===== src/sv/emr_pkg.sv =====
// ----------------------------------------------------------------------------
// emr_pkg
// shared types, constants and helpers of the eller maze row generator
// ----------------------------------------------------------------------------
`timescale 1ns / 1ps
`default_nettype none

package emr_pkg;

  localparam int LBL_W     = 6;   // set label width, 0 means no set
  localparam int RR_W      = 31;  // right wall field width
  localparam int BW_W      = 32;  // bottom wall field width
  localparam int CELLS_MAX = 32;  // widest row the fields can carry
  localparam int MW_W      = 6;   // maze_width register width
  localparam logic [MW_W-1:0] MW_RESET = 6'd32;
  localparam int NUM_LBL   = 1 << LBL_W;

  typedef logic [LBL_W-1:0] label_t;

  typedef enum logic [3:0] {
    ST_IDLE, ST_USED, ST_FILL, ST_MERGE, ST_CLOSE,
    ST_BOTTOM, ST_HOLES, ST_FINISH, ST_DONE
  } state_t;

  typedef enum logic [2:0] {
    OP_NONE, OP_USED, OP_FILL, OP_MERGE, OP_CLOSE, OP_BOTTOM, OP_HOLES, OP_FINISH
  } op_t;

  typedef struct packed {
    logic load;   // capture item, reset pass state
    op_t  op;     // datapath operation this cycle
    logic emit;   // load result register
  } cmd_t;

  typedef struct packed {
    logic idx_last;  // walking index is at the last cell in use
    logic last_row;  // current item closes the maze
    logic out_busy;  // result register holds an untaken item
  } status_t;

  // smallest nonzero label not marked in use
  function automatic label_t free_label(input logic [NUM_LBL-1:0] used);
    label_t res;
    res = label_t'(1);
    for (int c = NUM_LBL - 1; c >= 1; c--) begin
      if (!used[c]) res = label_t'(c);
    end
    return res;
  endfunction

endpackage

`default_nettype wire


===== src/sv/emr_if.sv =====
// ----------------------------------------------------------------------------
// emr channel interfaces
// valid/ready channels for row items, results and the width register
// ----------------------------------------------------------------------------
`timescale 1ns / 1ps
`default_nettype none

interface emr_in_if;
  import emr_pkg::*;
  logic            valid;
  logic            ready;
  logic [RR_W-1:0] right_random;
  logic [BW_W-1:0] bottom_random;
  logic            first_row;
  logic            last_row;
  modport source (output valid, right_random, bottom_random, first_row, last_row,
                  input ready);
  modport sink   (input valid, right_random, bottom_random, first_row, last_row,
                  output ready);
endinterface

interface emr_out_if;
  import emr_pkg::*;
  logic            valid;
  logic            ready;
  logic [RR_W-1:0] right_walls;
  logic [BW_W-1:0] bottom_walls;
  logic            final_row;
  modport source (output valid, right_walls, bottom_walls, final_row, input ready);
  modport sink   (input valid, right_walls, bottom_walls, final_row, output ready);
endinterface

interface emr_cfg_if;
  import emr_pkg::*;
  logic            valid;
  logic            ready;
  logic [MW_W-1:0] maze_width;
  modport source (output valid, maze_width, input ready);
  modport sink   (input valid, maze_width, output ready);
endinterface

`default_nettype wire


===== src/sv/emr_ctrl.sv =====
// ----------------------------------------------------------------------------
// emr_ctrl
// pass sequencer of the maze row generator
// ----------------------------------------------------------------------------
`timescale 1ns / 1ps
`default_nettype none

module emr_ctrl (
  input  wire              clk,
  input  wire              rst,
  input  wire              in_valid,
  output logic             in_ready,
  output emr_pkg::cmd_t    cmd,
  input  emr_pkg::status_t status
);
  import emr_pkg::*;

  state_t state, state_next;

  always_ff @(posedge clk) begin
    if (rst) state <= ST_IDLE;
    else     state <= state_next;
  end

  always_comb begin
    state_next = state;
    cmd        = '{load: 1'b0, op: OP_NONE, emit: 1'b0};
    in_ready   = 1'b0;
    unique case (state)
      ST_IDLE: begin
        in_ready = 1'b1;
        if (in_valid) begin
          cmd.load   = 1'b1;
          state_next = ST_USED;
        end
      end
      ST_USED: begin
        cmd.op = OP_USED;
        if (status.idx_last) state_next = ST_FILL;
      end
      ST_FILL: begin
        cmd.op = OP_FILL;
        if (status.idx_last) state_next = ST_MERGE;
      end
      ST_MERGE: begin
        cmd.op = OP_MERGE;
        if (status.idx_last) state_next = status.last_row ? ST_CLOSE : ST_BOTTOM;
      end
      ST_CLOSE: begin
        cmd.op = OP_CLOSE;
        if (status.idx_last) state_next = ST_FINISH;
      end
      ST_BOTTOM: begin
        cmd.op = OP_BOTTOM;
        if (status.idx_last) state_next = ST_HOLES;
      end
      ST_HOLES: begin
        cmd.op = OP_HOLES;
        if (status.idx_last) state_next = ST_FINISH;
      end
      ST_FINISH: begin
        cmd.op     = OP_FINISH;
        state_next = ST_DONE;
      end
      ST_DONE: begin
        if (!status.out_busy) begin
          cmd.emit   = 1'b1;
          state_next = ST_IDLE;
        end
      end
      default: state_next = ST_IDLE;
    endcase
  end

  a_emit_free: assert property (@(posedge clk) disable iff (rst)
    cmd.emit |-> !status.out_busy) else $error("result emitted over a waiting one");
  a_load_starts: assert property (@(posedge clk) disable iff (rst)
    cmd.load |=> state == ST_USED) else $error("item load did not start a pass");
  a_fill_to_merge: assert property (@(posedge clk) disable iff (rst)
    (state == ST_FILL && status.idx_last) |=> state == ST_MERGE)
    else $error("fill pass did not hand over to merge pass");

endmodule

`default_nettype wire


===== src/sv/emr_datapath.sv =====
// ----------------------------------------------------------------------------
// emr_datapath
// label row, wall registers and result register of the maze row generator
// ----------------------------------------------------------------------------
`timescale 1ns / 1ps
`default_nettype none

module emr_datapath #(
  parameter int MAX_WIDTH = 32
) (
  input  wire                       clk,
  input  wire                       rst,
  input  emr_pkg::cmd_t             cmd,
  output emr_pkg::status_t          status,
  input  wire                       cfg_valid,
  input  wire [emr_pkg::MW_W-1:0]   cfg_width,
  input  wire [emr_pkg::RR_W-1:0]   in_right,
  input  wire [emr_pkg::BW_W-1:0]   in_bottom,
  input  wire                       in_first,
  input  wire                       in_last,
  output logic                      out_valid,
  input  wire                       out_ready,
  output logic [emr_pkg::RR_W-1:0]  out_right,
  output logic [emr_pkg::BW_W-1:0]  out_bottom,
  output logic                      out_final
);
  import emr_pkg::*;

  localparam int IW   = $clog2(MAX_WIDTH);
  localparam int WCAP = (MAX_WIDTH < CELLS_MAX) ? MAX_WIDTH : CELLS_MAX;

  logic [MW_W-1:0]    maze_width;
  logic [MW_W-1:0]    w_eff;
  logic [MW_W-1:0]    row_w;
  label_t             label [MAX_WIDTH];
  logic [NUM_LBL-1:0] used;
  logic [IW-1:0]      idx;
  label_t             prev;
  logic [RR_W-1:0]    rr, rw;
  logic [BW_W-1:0]    rb, bw;
  logic               last_row;
  logic [MAX_WIDTH-1:0] lane_on;
  label_t             cur, free_lbl;
  logic [4:0]         pos, pos_m1;
  logic               others, hole, walking;

  always_comb begin
    if (maze_width == '0)                w_eff = MW_W'(1);
    else if (maze_width > MW_W'(WCAP))   w_eff = MW_W'(WCAP);
    else                                 w_eff = maze_width;
  end

  always_comb begin
    for (int l = 0; l < MAX_WIDTH; l++) lane_on[l] = (7'(l) < 7'(row_w));
  end

  assign cur      = label[idx];
  assign free_lbl = free_label(used);
  assign pos      = 5'(idx);
  assign pos_m1   = pos - 5'd1;
  assign walking  = (cmd.op != OP_NONE) && (cmd.op != OP_FINISH);

  always_comb begin
    others = 1'b0;
    hole   = 1'b0;
    for (int l = 0; l < MAX_WIDTH; l++) begin
      if (lane_on[l] && label[l] == cur) begin
        if (IW'(l) != idx) others = 1'b1;
        if (!bw[5'(l)])    hole   = 1'b1;
      end
    end
  end

  assign status.idx_last = (7'(idx) == 7'(row_w) - 7'd1);
  assign status.last_row = last_row;
  assign status.out_busy = out_valid && !out_ready;

  always_ff @(posedge clk) begin
    if (rst) begin
      maze_width <= MW_RESET;
      idx        <= '0;
      out_valid  <= 1'b0;
      for (int l = 0; l < MAX_WIDTH; l++) label[l] <= '0;
    end else begin
      if (cfg_valid) maze_width <= cfg_width;
      if (out_valid && out_ready) out_valid <= 1'b0;

      if (walking) idx <= status.idx_last ? '0 : idx + IW'(1);

      if (cmd.load) begin
        row_w    <= w_eff;
        rr       <= in_right;
        rb       <= in_bottom;
        last_row <= in_last;
        used     <= '0;
        rw       <= '0;
        bw       <= '0;
        idx      <= '0;
        if (in_first) for (int l = 0; l < MAX_WIDTH; l++) label[l] <= '0;
      end

      unique case (cmd.op)
        OP_NONE: ;
        OP_USED: used[cur] <= 1'b1;
        OP_FILL: begin
          if (cur == '0) begin
            label[idx]     <= free_lbl;
            used[free_lbl] <= 1'b1;
          end
        end
        OP_MERGE: begin
          if (idx == '0) prev <= cur;
          else if (rr[pos_m1] || prev == cur) begin
            rw[pos_m1] <= 1'b1;
            prev       <= cur;
          end else begin
            for (int l = 0; l < MAX_WIDTH; l++)
              if (lane_on[l] && label[l] == cur) label[l] <= prev;
          end
        end
        OP_CLOSE: begin
          if (idx == '0 || prev == cur) prev <= cur;
          else begin
            rw[pos_m1] <= 1'b0;
            for (int l = 0; l < MAX_WIDTH; l++)
              if (lane_on[l] && label[l] == cur) label[l] <= prev;
          end
        end
        OP_BOTTOM: bw[pos] <= rb[pos] && others;
        OP_HOLES:  if (!hole) bw[pos] <= 1'b0;
        OP_FINISH: begin
          for (int l = 0; l < MAX_WIDTH; l++) begin
            if (lane_on[l] && (last_row || bw[5'(l)])) label[l] <= '0;
          end
          if (last_row) begin
            for (int l = 0; l < BW_W; l++) bw[l] <= (7'(l) < 7'(row_w));
          end
        end
        default: ;
      endcase

      if (cmd.emit) begin
        out_valid  <= 1'b1;
        out_right  <= rw;
        out_bottom <= bw;
        out_final  <= last_row;
      end
    end
  end

  a_free_nonzero: assert property (@(posedge clk) disable iff (rst)
    cmd.op == OP_FILL |-> free_lbl != '0) else $error("fresh label is no set");
  a_emit_valid: assert property (@(posedge clk) disable iff (rst)
    cmd.emit |=> out_valid) else $error("emitted result not marked valid");
  a_out_hold: assert property (@(posedge clk) disable iff (rst)
    (out_valid && !out_ready) |=> (out_valid && $stable(out_right) && $stable(out_bottom)
                                   && $stable(out_final)))
    else $error("waiting result changed");

endmodule

`default_nettype wire


===== src/sv/eller_maze_row_generator_unit.sv =====
// ----------------------------------------------------------------------------
// eller_maze_row_generator_unit
// eller maze row generator: one row of walls per item, labels kept per column
// ----------------------------------------------------------------------------
// passes after accept: used-label sweep, fresh labels, merges, then bottom walls
//   and hole repair, or the closing merge on the closing row, finish, result load
// a new item is taken only once the last result is loaded, which waits while an
//   earlier result is untaken; each pass walks the label read port once per cell
// reset: labels cleared, maze_width back to 32, no result pending
`timescale 1ns / 1ps
`default_nettype none

module eller_maze_row_generator_unit #(
  parameter int MAX_WIDTH = 32
) (
  input wire clk,
  input wire rst,
  emr_in_if.sink    in_ch,
  emr_out_if.source out_ch,
  emr_cfg_if.sink   cfg_ch
);
  import emr_pkg::*;

  cmd_t    cmd;
  status_t status;
  logic    in_ready;

  // width register always takes a write; user must write it only while idle, unchecked
  assign cfg_ch.ready = 1'b1;
  // new row is taken only in idle, the result register parts the output side
  assign in_ch.ready  = in_ready;

  // sequencer: used-label sweep, fresh labels, merges, then bottom walls and
  // hole repair, or the closing merge on the last row
  emr_ctrl u_ctrl (
    .clk      (clk),
    .rst      (rst),
    .in_valid (in_ch.valid),
    .in_ready (in_ready),
    .cmd      (cmd),
    .status   (status)
  );

  // label row with per-lane relabel compare, wall registers, result register
  emr_datapath #(
    .MAX_WIDTH (MAX_WIDTH)
  ) u_datapath (
    .clk        (clk),
    .rst        (rst),
    .cmd        (cmd),
    .status     (status),
    .cfg_valid  (cfg_ch.valid),
    .cfg_width  (cfg_ch.maze_width),
    .in_right   (in_ch.right_random),
    .in_bottom  (in_ch.bottom_random),
    .in_first   (in_ch.first_row),
    .in_last    (in_ch.last_row),
    .out_valid  (out_ch.valid),
    .out_ready  (out_ch.ready),
    .out_right  (out_ch.right_walls),
    .out_bottom (out_ch.bottom_walls),
    .out_final  (out_ch.final_row)
  );

endmodule

`default_nettype wire

===== src/flat_wrapper.sv =====
// flat-port wrapper written by rule: the top's interface ports become plain ports
module eller_maze_row_generator_unit_flat import emr_pkg::*;
#(
  parameter int MAX_WIDTH = 32
)
  (clk, rst, in_ch_valid, in_ch_right_random, in_ch_bottom_random, in_ch_first_row, in_ch_last_row, in_ch_ready, out_ch_valid, out_ch_right_walls, out_ch_bottom_walls, out_ch_final_row, out_ch_ready, cfg_ch_valid, cfg_ch_maze_width, cfg_ch_ready);
  emr_in_if in_ch_i ();
  emr_out_if out_ch_i ();
  emr_cfg_if cfg_ch_i ();
  input wire clk;
  input wire rst;
  input wire logic [$bits(in_ch_i.valid)-1:0] in_ch_valid;
  input wire logic [$bits(in_ch_i.right_random)-1:0] in_ch_right_random;
  input wire logic [$bits(in_ch_i.bottom_random)-1:0] in_ch_bottom_random;
  input wire logic [$bits(in_ch_i.first_row)-1:0] in_ch_first_row;
  input wire logic [$bits(in_ch_i.last_row)-1:0] in_ch_last_row;
  output wire logic [$bits(in_ch_i.ready)-1:0] in_ch_ready;
  output wire logic [$bits(out_ch_i.valid)-1:0] out_ch_valid;
  output wire logic [$bits(out_ch_i.right_walls)-1:0] out_ch_right_walls;
  output wire logic [$bits(out_ch_i.bottom_walls)-1:0] out_ch_bottom_walls;
  output wire logic [$bits(out_ch_i.final_row)-1:0] out_ch_final_row;
  input wire logic [$bits(out_ch_i.ready)-1:0] out_ch_ready;
  input wire logic [$bits(cfg_ch_i.valid)-1:0] cfg_ch_valid;
  input wire logic [$bits(cfg_ch_i.maze_width)-1:0] cfg_ch_maze_width;
  output wire logic [$bits(cfg_ch_i.ready)-1:0] cfg_ch_ready;
  assign in_ch_i.valid = in_ch_valid;
  assign in_ch_i.right_random = in_ch_right_random;
  assign in_ch_i.bottom_random = in_ch_bottom_random;
  assign in_ch_i.first_row = in_ch_first_row;
  assign in_ch_i.last_row = in_ch_last_row;
  assign in_ch_ready = in_ch_i.ready;
  assign out_ch_valid = out_ch_i.valid;
  assign out_ch_right_walls = out_ch_i.right_walls;
  assign out_ch_bottom_walls = out_ch_i.bottom_walls;
  assign out_ch_final_row = out_ch_i.final_row;
  assign out_ch_i.ready = out_ch_ready;
  assign cfg_ch_i.valid = cfg_ch_valid;
  assign cfg_ch_i.maze_width = cfg_ch_maze_width;
  assign cfg_ch_ready = cfg_ch_i.ready;
  eller_maze_row_generator_unit #(.MAX_WIDTH(MAX_WIDTH)) u_core (.clk(clk), .rst(rst), .in_ch(in_ch_i), .out_ch(out_ch_i), .cfg_ch(cfg_ch_i));
endmodule

===== config.mk =====
export PLATFORM = sky130hd
export DESIGN_NAME = eller_maze_row_generator_unit_flat
export DESIGN_NICKNAME = d
export VERILOG_FILES = /design/src/sv/emr_pkg.sv /design/src/sv/emr_if.sv /design/src/sv/emr_ctrl.sv /design/src/sv/emr_datapath.sv /design/src/sv/eller_maze_row_generator_unit.sv /design/src/flat_wrapper.sv
export SDC_FILE = /design/constraint.sdc
export NUM_CORES = 1
export LEC_CHECK = 0
export ABC_AREA = 1
export BUFFER_PORTS_ARGS = -buffer_cell sky130_fd_sc_hd__buf_4
export CAP_MARGIN = 30
export CELL_PAD_IN_SITES_DETAIL_PLACEMENT = 2
export CELL_PAD_IN_SITES_GLOBAL_PLACEMENT = 2
export CORE_UTILIZATION = 35
export DETAILED_ROUTE_END_ITERATION = 16
export GPL_TIMING_DRIVEN = 0
export PLACE_DENSITY = 0.82
export SLEW_MARGIN = 10
export SYNTH_ARGS = -nofsm -noshare
export SYNTH_HDL_FRONTEND = slang
export SYNTH_HIERARCHICAL = 1
export SYNTH_SLANG_ARGS = --single-unit

===== constraint.sdc =====
create_clock -name clk -period 6.1 [get_ports clk]
set_input_delay 1.22 -clock clk [delete_from_list [all_inputs] [get_ports clk]]
set_output_delay 1.22 -clock clk [all_outputs]
set_load 0.05 [all_outputs]

==> run_results.csv <==
group,metric,value,unit
worst_setup_path,crit_arrival,6.41,ns
sta,timing.final.crit_period,6.12,ns
cts,cts_tree,"built",
cells_and_area,fin_nets,3482,
synth,synth_cells,3156,
synth,yosys-top-cells-area,"edfxtp_1, nand2_1, nor2_1",
grt,grt_max_degree,51,
placement,place.gp.congestion,1.08,
cts,clock_latency,0.67,ns
floorplanning,row_count,102,
sta,fin_ws,-0.0182,ns
min_path,min_from,"u_core/u_datapath/bw[18]",
cts,cts-hold-fix-buffers,0,
cells_and_area,area_delta_synth_final,18.4,%
cts,cts_buffer_depth,3,
cells_and_area,layout-drive-gt1-share,0.121,
sta,whs,0.442,ns
cts,cts_buffers,55,
worst_setup_path,end_kind,"flip-flop",
cells_and_area,layout_commonest_cell,"nand2_1",
run_status,status,"finished, violations left",
floorplanning,core-area,77800,um^2
worst_setup_path,cpPeakStageDelay,0.58,ns
sta,setup_tns,-0.110,ns
worst_setup_path,critPathBufInv,7,
floorplanning,dieHeight,283,um
synth,synth_top_area_share,0.497,
floorplanning,num_io_pins,143,
synth,synth_area_leader_cell,"edfxtp_1",
cells_and_area,final_cell_mix,"nand2_1, edfxtp_1, nor2_1",
grt,grt_pass1_vias,30600,
run,maxCapViolations,0,
sta,skew,0.0385,ns
synth,synth_edf_count,458,
synth,synth-seq-area-share,0.512,
min_path,hold_end,"u_core/u_datapath/out_bottom[18]",
sta,slew_headroom,0.271,
worst_setup_path,reg2regPathDepth,20,
sta,worst_pin_slew,1.09,ns
worst_setup_path,required,6.39,ns
synth,ys.flop_type,"edfxtp_1",
grt,grt_overflow,0,
sta,hold_viol_final,0,
grt,antenna_found_initial,4,
drt,firstDrtPassIters,6,
synth,syn_nets,3244,
worst_setup_path,worstPathCellList,"buf_2 -> clkbuf_1 -> nor2_1 -> o211ai_1 -> nand3_1 -> nand3_1 -> nand2_1 -> buf_2 -> nand2_1 -> a21oi_1 -> nand4_1 -> inv_1 -> nor2_1 -> inv_1 -> nor2_4 -> inv_1 -> nor2_4 -> buf_4 -> nand4_1 -> o2111ai_1",
cts,clock_sinks,479,
synth,ys_types,54,
floorplanning,die_area,80300,um^2
worst_setup_path,cp-start-kind,"flip-flop",
synth,synth_seq_cells,479,
power_and_ir_drop,vdd_ir_drop_max,0.000304,V
drt,drtAntennaViolNets,0,
sta,finalCritPeriodShare,1.00,
run_status,violations,"setup timing",
cts,cts_setup_buffers,0,
floorplanning,start_util,0.356,
min_path,hold_path_depth,0,
worst_setup_path,critical_path.most_common_cell,"inv_1",
synth,async_reset_ff_frac,0,
synth,yosys_warnings,6,
drt,vias,29400,
worst_setup_path,r2r_slack,-0.02,ns
drt,drtIter0Drc,3773,
sta,fmax,0.163,GHz
drt,viasPerCell,6.57,
cts,clockRootBuffer,"clkbuf_16",
cells_and_area,fillCellCount,8551,
power_and_ir_drop,power_density,515,nW/um^2
placement,port_buffers,141,
drt,route.detailed.wl_per_inst,35.9,um
sta,rsz0062_at_grt,"yes",
power_and_ir_drop,leakage,0.0118,uW
drt,drc,0,
worst_setup_path,r2r_end,"u_core/u_datapath/label[9][4]",
synth,syn_area_per_cell,8.77,um^2
worst_setup_path,crit_path_top_delay_cell,"clkbuf_1",
worst_setup_path,crit_family,"simple AND/OR/NAND/NOR gates",
cts,h-tree-depth,2,
grt,grt_pass1_wl,226,mm
drt,routed_wl,161,mm
grt,grtUsageTotal,0.388,
worst_setup_path,worstPathMaxFanout,10,
cts,clk_pin_slew_worst_paths,0.07,ns
min_path,hp-class,"flip-flop to flip-flop",
synth,syn-cell-area,27700,um^2
placement,hpwl,121,mm
floorplanning,chipWidth,283,um
sta,slew_violations,0,
sta,final-setup-viol-count,8,
worst_setup_path,critPathKind,"flip-flop to flip-flop",
-- area by class of cell --
class | count | area (um^2) | share of cell area
Clock inverter | 35 | 508 | 0.0155
Inverter | 297 | 1130 | 0.0344
Multi-Input combinational cell | 2187 | 11700 | 0.358
Clock buffer | 69 | 1480 | 0.0451
Buffer | 189 | 880 | 0.0268
Timing Repair Buffer | 185 | 1550 | 0.0474
Tap cell | 1040 | 1300 | 0.0397
Antenna cell | 2 | 5.00 | 0.000153
Sequential cell | 479 | 14200 | 0.432
-- Yosys cell counts (2+ instances only) --
| cell type | count |
|---|---|
| a2111oi_0 | 24 |
| a211oi_1 | 49 |
| a21oi_1 | 124 |
| a221oi_1 | 25 |
| a22oi_1 | 89 |
| a31oi_1 | 3 |
| a32oi_1 | 13 |
| and3_1 | 3 |
| buf_1 | 16 |
| buf_2 | 36 |
| buf_4 | 7 |
| buf_6 | 4 |
| clkbuf_1 | 130 |
| clkinv_1 | 17 |
| dfxtp_1 | 21 |
| edfxtp_1 | 458 |
| ha_1 | 12 |
| inv_1 | 274 |
| inv_2 | 6 |
| nand2_1 | 509 |
| nand2_2 | 7 |
| nand2_4 | 2 |
| nand3_1 | 160 |
| nand3b_1 | 3 |
| nand4_1 | 45 |
| nor2_1 | 379 |
| nor2_2 | 2 |
| nor2_4 | 2 |
| nor3_1 | 39 |
| nor4_1 | 22 |
| o2111ai_1 | 21 |
| o211ai_1 | 80 |
| o21a_1 | 2 |
| o21ai_0 | 241 |
| o21ai_1 | 23 |
| o221ai_1 | 13 |
| o22ai_1 | 201 |
| o31ai_1 | 2 |
| o32ai_1 | 2 |
| or4_1 | 2 |
| xnor2_1 | 49 |
| xor2_1 | 27 |
-- per-stage QoR --
| step | setup slack, ns | instances | total power, uW | instance area (um^2) | util |
|---|---|---|---|---|---|
| after global placement | -3.20 | 4337 | 12100 | 30100 | 0.386 |
| after detailed placement | -1.72 | 4376 | 12600 | 30600 | 0.393 |
| final | -0.0182 | 4483 | 16900 | 32800 | 0.421 |
| after CTS | 0.00226 | 4476 | 16400 | 32700 | 0.419 |
| after global routing | -0.0522 | 4481 | 17200 | 32800 | 0.421 |
| after floorplan | 0.223 | 3156 | 8980 | 27700 | - |
-- state kept, by name, indices dropped and copies added (netlist names), named ones only --
name                          count
u_core/u_ctrl/state               4
u_core/u_datapath/row_w           6
u_core/u_datapath/last_row        1
u_core/u_datapath/rr             31
u_core/u_datapath/rw             31
u_core/u_datapath/out_final       1
u_core/u_datapath/out_bottom     32
u_core/u_datapath/out_right      31
u_core/u_datapath/rb             32
u_core/u_datapath/prev            6
u_core/u_datapath/idx             5
u_core/u_datapath/maze_width      6
u_core/u_datapath/bw             32
u_core/u_datapath/used           63
u_core/u_datapath/label         192
u_core/u_datapath/out_valid       1
-- cell families after synthesis --
group,count (synthesis),synth area share
xor+xnor,76,0.0240
compound gates,919,0.210
buf+inv,490,0.0701
fa+ha+maj,12,0.00542
simple gates,1179,0.179
other cells,1,0.000135
flops,479,0.512
-- worst register-to-register path, stage by stage (launching register included) --
cell	delay (ns)
dfxtp_1	0.32
buf_2	0.38
clkbuf_1	0.59
nor2_1	0.15
o211ai_1	0.21
nand3_1	0.18
nand3_1	0.21
nand2_1	0.33
buf_2	0.37
nand2_1	0.11
a21oi_1	0.10
nand4_1	0.34
inv_1	0.12
nor2_1	0.17
inv_1	0.14
nor2_4	0.29
inv_1	0.28
nor2_4	0.33
buf_4	0.36
nand4_1	0.37
o2111ai_1	0.40
-- where the power goes --
part           internal (uW)  total, uW  switching, uW
registers               4260       4780            514
clock network           2160       3720           1560
logic                   2020       8390           6370
-- layer usage --
metal  part of all wire  vias up  GRT usage  wire length (um)
li1                   -    12000          -                 -
met1               0.37    14900      0.482             60000
met2               0.45     2079      0.607             71600
met3               0.13      515      0.124             20500
met4              0.053        4      0.187              8590
met5            0.00021        -          0                33
-- what timing repair did --
action | 4_1_cts | 5_1_grt
gates resized for setup | 38 | 42
pin swaps | 0 | 0
setup endpoints to repair | 402 | 182
-- worst max path at each step --
stage	from	endpoint	depth (start not counted)
4_1_cts	flip-flop	u_core/u_datapath/bw[7]	21
2_1_floorplan	rst	u_core/u_datapath/prev[0]	4
3_5_place_dp	flip-flop	u_core/u_datapath/label[30][0]	21
3_3_place_gp	rst	u_core/u_datapath/maze_width[0]	5
6_report	flip-flop	u_core/u_datapath/label[9][4]	20
5_1_grt	flip-flop	u_core/u_datapath/bw[7]	22
(Power assumes the default switching activity.)
